===== src/hw/rtl/assert_macros.svh =====
// ----------------------------------------------------------------------------
// assertion macros
// shared concurrent assertion forms for the rtl folder
// ----------------------------------------------------------------------------
`ifndef ASSERT_MACROS_SVH
`define ASSERT_MACROS_SVH

// checked only while reset is released
`define ASSERT_ON(label, clk, rst_n, prop) \
    label: assert property (@(posedge clk) disable iff (!rst_n) prop) \
        else $error("assertion failed");

// checked at every edge, reset included
`define ASSERT_ALWAYS(label, clk, prop) \
    label: assert property (@(posedge clk) prop) \
        else $error("assertion failed");

`endif


===== src/hw/rtl/lps_pkg.sv =====
// ----------------------------------------------------------------------------
// lps_pkg
// types, constants and helpers for the line phrase search core
// ----------------------------------------------------------------------------
`default_nettype none

package lps_pkg;

    typedef logic [7:0] t_byte;

    localparam int PHRASE_W    = 64;
    localparam int PLEN_W      = 4;
    localparam int TARGET_W    = 16;
    localparam int LINE_OUT_W  = 16;
    localparam int CFG_INDEX_W = 8;
    localparam int PIDX_W      = 3;

    localparam logic [CFG_INDEX_W-1:0] CFG_PHRASE_BYTES  = 8'd0;
    localparam logic [CFG_INDEX_W-1:0] CFG_PHRASE_LENGTH = 8'd1;
    localparam logic [CFG_INDEX_W-1:0] CFG_TARGET_LINE   = 8'd2;
    localparam logic [CFG_INDEX_W-1:0] CFG_FOLD_CASE     = 8'd3;

    localparam t_byte CHAR_UPPER_A = 8'h41;
    localparam t_byte CHAR_UPPER_Z = 8'h5A;
    localparam t_byte CASE_OFFSET  = 8'd32;
    localparam t_byte CHAR_NEWLINE = 8'h0A;
    localparam t_byte CHAR_NUL     = 8'h00;

    function automatic t_byte fold_byte(input t_byte b, input logic en);
        if (en && b >= CHAR_UPPER_A && b <= CHAR_UPPER_Z) begin
            return b + CASE_OFFSET;
        end
        return b;
    endfunction

endpackage

`default_nettype wire


===== src/hw/rtl/line_phrase_search_core.sv =====
// ----------------------------------------------------------------------------
// line_phrase_search_core
// per-line substring search over a byte stream with optional case folding
// ----------------------------------------------------------------------------
// channel   direction  handshake                  payload
// in        sink       i_in_valid / o_in_stall    i_data_byte, i_end_of_stream
// out       source     o_out_valid / i_out_stall  o_found, o_line_number
// cfg       sink       i_cfg_valid / o_cfg_ready  i_cfg_index, i_cfg_data
//
// one input beat per cycle while o_in_stall is low; each result is registered
// the compare against the byte window is one combinational pass per beat
// an output register plus one skid entry; o_in_stall rises only when both hold
// synchronous active-low reset, no clearing pass
// ----------------------------------------------------------------------------
`default_nettype none

`include "assert_macros.svh"

module line_phrase_search_core
    import lps_pkg::*;
#(
    parameter int MAX_PHRASE = 8,
    parameter int LINE_BITS  = 16
) (
    input  wire logic                   i_clk,
    input  wire logic                   i_rst_n,

    input  wire logic                   i_in_valid,
    output      logic                   o_in_stall,
    input  wire logic [7:0]             i_data_byte,
    input  wire logic                   i_end_of_stream,

    output      logic                   o_out_valid,
    input  wire logic                   i_out_stall,
    output      logic                   o_found,
    output      logic [LINE_OUT_W-1:0]  o_line_number,

    input  wire logic                   i_cfg_valid,
    output      logic                   o_cfg_ready,
    input  wire logic [CFG_INDEX_W-1:0] i_cfg_index,
    input  wire logic [PHRASE_W-1:0]    i_cfg_data
);

    localparam int CW = $clog2(MAX_PHRASE + 1);
    localparam logic [LINE_BITS-1:0] LINE_MAX = {LINE_BITS{1'b1}};

    // configuration
    logic [PHRASE_W-1:0] r_phrase;
    logic [PLEN_W-1:0]   r_phrase_len;
    logic [TARGET_W-1:0] r_target;
    logic                r_fold;

    // search state
    t_byte               r_recent [MAX_PHRASE];
    t_byte               n_recent [MAX_PHRASE];
    logic [CW-1:0]       r_count, n_count;
    logic [LINE_BITS-1:0] r_line, n_line;
    logic                r_done, n_done;
    logic                r_hit, n_hit;

    // output register and skid entry
    logic                r_out_valid, r_out_found;
    logic [LINE_OUT_W-1:0] r_out_line;
    logic                r_skid_valid, r_skid_found;
    logic [LINE_OUT_W-1:0] r_skid_line;

    logic                in_accept;
    logic                out_take;
    logic                res_valid, res_found;
    logic [LINE_OUT_W-1:0] res_line;

    t_byte               win [MAX_PHRASE];
    logic [CW-1:0]       cnt_inc;
    logic [PLEN_W-1:0]   len_eff;
    logic [PLEN_W-1:0]   pidx;
    logic                match;
    logic                is_eol;
    logic                target_ok;

    assign in_accept   = i_in_valid && !r_skid_valid;
    assign out_take    = r_out_valid && !i_out_stall;
    assign o_in_stall  = r_skid_valid;
    assign o_out_valid = r_out_valid;
    assign o_found     = r_out_found;
    assign o_line_number = r_out_line;
    assign o_cfg_ready = 1'b1;

    assign is_eol    = (i_data_byte == CHAR_NEWLINE) || (i_data_byte == CHAR_NUL);
    assign target_ok = (r_target == '0) || (32'(r_target) == 32'(r_line));
    assign cnt_inc   = (r_count == CW'(MAX_PHRASE)) ? r_count : r_count + 1'b1;
    assign len_eff   = (r_phrase_len > PLEN_W'(MAX_PHRASE)) ? PLEN_W'(MAX_PHRASE)
                                                            : r_phrase_len;

    // window with the new byte in front
    always_comb begin
        win[0] = i_data_byte;
        for (int k = 1; k < MAX_PHRASE; k++) begin
            win[k] = r_recent[k-1];
        end
    end

    // newest byte lines up with the last phrase byte
    always_comb begin
        pidx  = '0;
        match = (32'(cnt_inc) >= 32'(len_eff));
        for (int j = 0; j < MAX_PHRASE; j++) begin
            if (32'(j) < 32'(len_eff)) begin
                pidx = len_eff - PLEN_W'(j) - PLEN_W'(1);
                if (fold_byte(r_phrase[{pidx[PIDX_W-1:0], 3'b000} +: 8], r_fold)
                        != fold_byte(win[j], r_fold)) begin
                    match = 1'b0;
                end
            end
        end
    end

    always_comb begin
        n_recent  = r_recent;
        n_count   = r_count;
        n_line    = r_line;
        n_done    = r_done;
        n_hit     = r_hit;
        res_valid = 1'b0;
        res_found = 1'b0;
        res_line  = '0;
        if (in_accept) begin
            if (i_end_of_stream) begin
                res_valid = !r_done;
                n_count   = '0;
                n_hit     = 1'b0;
                n_line    = LINE_BITS'(1);
                n_done    = 1'b0;
            end else if (!r_done) begin
                if (is_eol) begin
                    if (r_count != '0) begin
                        if (r_hit && target_ok) begin
                            res_valid = 1'b1;
                            res_found = 1'b1;
                            res_line  = LINE_OUT_W'(r_line);
                            n_done    = 1'b1;
                        end
                        if (r_line != LINE_MAX) begin
                            n_line = r_line + 1'b1;
                        end
                    end
                    n_count = '0;
                    n_hit   = 1'b0;
                end else begin
                    n_recent = win;
                    n_count  = cnt_inc;
                    if (match) begin
                        n_hit = 1'b1;
                    end
                end
            end
        end
    end

    always_ff @(posedge i_clk) begin
        if (!i_rst_n) begin
            r_phrase     <= '0;
            r_phrase_len <= PLEN_W'(1);
            r_target     <= '0;
            r_fold       <= 1'b1;
        end else if (i_cfg_valid) begin
            unique case (i_cfg_index)
                CFG_PHRASE_BYTES:  r_phrase     <= i_cfg_data;
                CFG_PHRASE_LENGTH: r_phrase_len <= i_cfg_data[PLEN_W-1:0];
                CFG_TARGET_LINE:   r_target     <= i_cfg_data[TARGET_W-1:0];
                CFG_FOLD_CASE:     r_fold       <= i_cfg_data[0];
                default: ;
            endcase
        end
    end

    always_ff @(posedge i_clk) begin
        r_recent <= n_recent;
        if (!i_rst_n) begin
            r_count <= '0;
            r_line  <= LINE_BITS'(1);
            r_done  <= 1'b0;
            r_hit   <= 1'b0;
        end else begin
            r_count <= n_count;
            r_line  <= n_line;
            r_done  <= n_done;
            r_hit   <= n_hit;
        end
    end

    // result beats: output register first, skid entry when it is held
    always_ff @(posedge i_clk) begin
        if (!i_rst_n) begin
            r_out_valid  <= 1'b0;
            r_skid_valid <= 1'b0;
        end else if (!r_out_valid || out_take) begin
            if (r_skid_valid) begin
                r_out_valid  <= 1'b1;
                r_out_found  <= r_skid_found;
                r_out_line   <= r_skid_line;
                r_skid_valid <= 1'b0;
            end else begin
                r_out_valid <= res_valid;
                r_out_found <= res_found;
                r_out_line  <= res_line;
            end
        end else if (res_valid) begin
            r_skid_valid <= 1'b1;
            r_skid_found <= res_found;
            r_skid_line  <= res_line;
        end
    end

    `ASSERT_ON(a_skid_needs_out, i_clk, i_rst_n, r_skid_valid |-> r_out_valid)
    `ASSERT_ON(a_miss_line_zero, i_clk, i_rst_n,
        (r_out_valid && !r_out_found) |-> (r_out_line == '0))
    `ASSERT_ON(a_line_nonzero, i_clk, i_rst_n, r_line != '0)
    `ASSERT_ON(a_count_bound, i_clk, i_rst_n, 32'(r_count) <= MAX_PHRASE)
    `ASSERT_ON(a_eos_restarts, i_clk, i_rst_n,
        (in_accept && i_end_of_stream) |=> (r_line == LINE_BITS'(1) && !r_done))

endmodule

`default_nettype wire


===== config.mk =====
export PLATFORM = sky130hd
export DESIGN_NAME = line_phrase_search_core
export DESIGN_NICKNAME = d
export VERILOG_FILES = /design/src/hw/rtl/lps_pkg.sv /design/src/hw/rtl/line_phrase_search_core.sv
export VERILOG_INCLUDE_DIRS = /design/src /design/src/hw/rtl
export SDC_FILE = /design/constraint.sdc
export NUM_CORES = 1
export LEC_CHECK = 0
export BUFFER_PORTS_ARGS = -buffer_cell sky130_fd_sc_hd__clkbuf_2
export CAP_MARGIN = 20
export CORE_ASPECT_RATIO = 1.5
export CORE_MARGIN = 3
export CORE_UTILIZATION = 55
export DETAILED_ROUTE_END_ITERATION = 8
export GPL_ROUTABILITY_DRIVEN = 0
export PLACE_DENSITY = 0.74
export SETUP_SLACK_MARGIN = 0.2
export SLEW_MARGIN = 20
export SYNTH_ARGS = -nofsm -noshare
export SYNTH_HDL_FRONTEND = slang
export SYNTH_SLANG_ARGS = --single-unit

===== constraint.sdc =====
create_clock -name i_clk -period 9.2 [get_ports i_clk]
set_input_delay 1.84 -clock i_clk [delete_from_list [all_inputs] [get_ports i_clk]]
set_output_delay 1.84 -clock i_clk [all_outputs]
set_load 0.01 [all_outputs]

==> summary.txt <==
Synth
  • Post-synth top area share: 21.0%
  • Cell taking the most area after synthesis: edfxtp_1
  • Post-synthesis net count: 1396
  • Post-Syn Instances: 1284
  • Largest cells by area after synthesis: edfxtp_1 (21%), dfxtp_1 (17%), mux4_2 (10%)
  • Yosys reg bits: 199
  • Synth Flop Type: dfxtp_1
  • Synthesized area: 0.0129 mm^2
  • FFs w/ async S/R, synth: 0%
  • Syn avg cell area: approximately 10 um^2
  • Number of synthesized flops with an enable pin: 90
  • Seq/Total Area, Yosys: 37.9%
  • Post-synth cell types: between 70 and 80
  • Yosys warns: 0

Timing
  • Max_slew headroom: 30.0%
  • Clk_skew: 9.70 ps
  • Crit path time final: 5390 ps
  • RSZ-0062 raised after global routing: no
  • Max frequency: 186 MHz
  • Slew Limit Fails: 0
  • Final TNS setup: 0 ps
  • Final setup viols: 0
  • Hold Slack: 499 ps
  • Period utilization: 58.5%
  • Fin. Hold Viols: 0
  • Slew @ Worst Pin: around 1000 ps

Routing
  • Via density: 6.29
  • DR DRC count: 0
  • WL final: 36200 um
  • Drt wl/cell: 21.6 um
  • TritonRoute pass-1 iters: 5
  • DRT iter0 DRCs: 773
  • Number of routed nets with antenna violations: 0
  • Total number of vias: 10531

Global routing
  • Largest net degree at the start of global routing: 94
  • First-pass GRT wire length: between 50000 and 60000 um
  • Total gr overflow: 0
  • Met1 usage: 31.8%
  • GR met2 Demand/Resource: a little under half
  • Global route hottest layer: met2
  • GR met3 Demand/Resource: 4.92%
  • Initial antenna violation count: 0
  • Vias in the first global route: approximately 10000
  • GRT Total Usage: around 28%

Placement
  • DP Cell Count: 1642
  • Placed wire-length estimate: 27000 um
  • Port Buffer Count: 104

Pwr
  • Seq pwr share: 52.5%
  • Internal power: ~1.4 mW
  • Leak Pwr: 5.54 nW
  • Comb power frac: 5.7%
  • Net load switching power: 427 uW
  • Clock network fraction of total power: 41.8%
  • Design Power: 1.82 mW
  • Switching power share of the total: 23.5%
  • VDD IR max: between 100 and 150 uV
  • Power per cell area: 128 mW/mm^2

Floorplanning
  • Die Wd: 131 um
  • I/O pin total: 106
  • DIE HEIGHT: 194 um
  • Die Footprint: about 0.025 mm^2
  • Row count: 68
  • Core region area: 0.0231 mm^2
  • Initial Util: 55.9%

Cells and area
  • Ant diodes: 0
  • Layout cells sized above 1: 16.9%
  • Area delta synth->final: 9.99%
  • Final core occ: 61.5%
  • Most common cell after layout, fill and taps aside: nand2_1
  • Commonest non-fill, non-tap cells in the layout: nand2_1 (187), dfxtp_1 (109), mux2i_1 (108)
  • Non-Filler Instances: 1674
  • Final #Nets: 1458

Clock network
  • Number of hold buffers added after CTS: 0
  • Worst-Skew Late Latency: between 400 and 500 ps
  • Inserted Clock Buffers: 17
  • Max H-tree Level: 4
  • Setup bufs post-CTS: 0
  • Clock Pin Slew Worst Setup and Hold Paths: 70 ps
  • CTS sink count: 199
  • Clock Path Buffers: 2
  • CTS root buf: clkbuf_16
  • Post-CTS resize count: 0
  • CTS tree: done

Critical path
  • Critical path arrival: 5750 ps
  • Worst setup SP type: flip-flop
  • Crit. End Element: flip-flop
  • WP data required: 9560 ps
  • CP Class: flip-flop to flip-flop
  • Critical Path Fanout Max: 32

Hold path
  • Worst hold path type: flip-flop to flip-flop

Outcome
  • Status: complete, no violations

Run
  • Max-cap viol count: 0
## state kept, by name (all words and copies together), names as in the netlist
register	flops
o_line_number	16
r_fold	1
r_line	16
r_recent	56
r_skid_found	1
r_target	16
r_phrase_len	4
r_skid_line	16
r_done	1
r_phrase	64
r_hit	1
o_in_stall	1
o_found	1
o_out_valid	1
r_count	4
## cells in the mapped netlist (all sizes together) (7+ instances only)
master	n
clkbuf	48
xor2	50
dfxtp	109
nor3	25
nor2	61
mux2	12
nand4	17
nand3	32
o21ai	26
inv	37
nand2b	7
a21o	21
a21oi	24
nand2	187
buf	24
o31ai	7
xnor2	48
ha	26
a21boi	72
and2	22
nor3b	8
nor2b	30
mux4	59
mux2i	109
or3	10
edfxtp	90
a211oi	17
nor4	13
## power groups by stage
stage,Sequential (mW),Combinational (mW),Clock (mW)
after global routing,0.957,0.115,0.804
final,0.955,0.104,0.761
after detailed placement,0.975,0.104,0
after floorplan,0.972,0.0611,0
after global placement,0.975,0.102,0
after CTS,0.955,0.104,0.772
## final cells by class
type / count / area (um^2)
fill: 1954 / 8870
multi-input combinational: 976 / 7570
sequential: 199 / 4880
timing repair buffer: 115 / 603
clock buffer: 18 / 429
tap: 315 / 394
clock inverter: 14 / 166
inverter: 37 / 141
## through the flow
| step | instance area (um^2) | worst slack, ps |
|---|---|---|
| floorplan | 12900 | 2390 |
| global placement | 13600 | 4040 |
| detailed placement | 13600 | 3900 |
| CTS | 14200 | 3860 |
| global route | 14200 | 3460 |
| finish | 14200 | 3810 |
## cells by family after synthesis
kind of cell | Yosys count | share of synthesized area [%]
AO/OA/AOI/OAI | 227 | 12.6
XOR/XNOR | 99 | 6.84
adder cells (fa/ha/maj) | 26 | 2.52
buffers and inverters | 109 | 3.68
flip-flops | 199 | 37.9
multiplexers | 180 | 19.8
other | 1 | 0.0291
AND/OR/NAND/NOR | 443 | 16.6
## final timing paths
| check | start | endpoint | slack [ps] | depth (start not counted) |
|---|---|---|---|---|
| max | r_phrase_len[3] | r_hit | 3810 | 15 |
| min | r_recent[55] | r_recent[47] | 500 | 0 |
| max reg2reg | r_phrase_len[3] | r_hit | 3810 | 15 |
| min reg2reg | r_recent[55] | r_recent[47] | 500 | 0 |
## per-layer routing
layer | vias to the layer above | share of wire, %
met5 | - | 0
met4 | 0 | 8.2
met3 | 163 | 6.5
met2 | 490 | 50
met1 | 5037 | 35
li1 | 4841 | -
## critical path, cell delays in order (launching register included)
cell and delay [ps]:
dfxtp_1 1020, nor2b_2 70, buf_4 310, inv_2 440
ha_1 270, ha_1 450, inv_1 490, mux4_2 560
o22ai_1 270, nand2_1 70, or4_1 430, a41oi_1 240
xnor2_1 90, o31ai_1 240, o31ai_1 120, o41ai_2 200
Power figures use the tool's default switching activity.
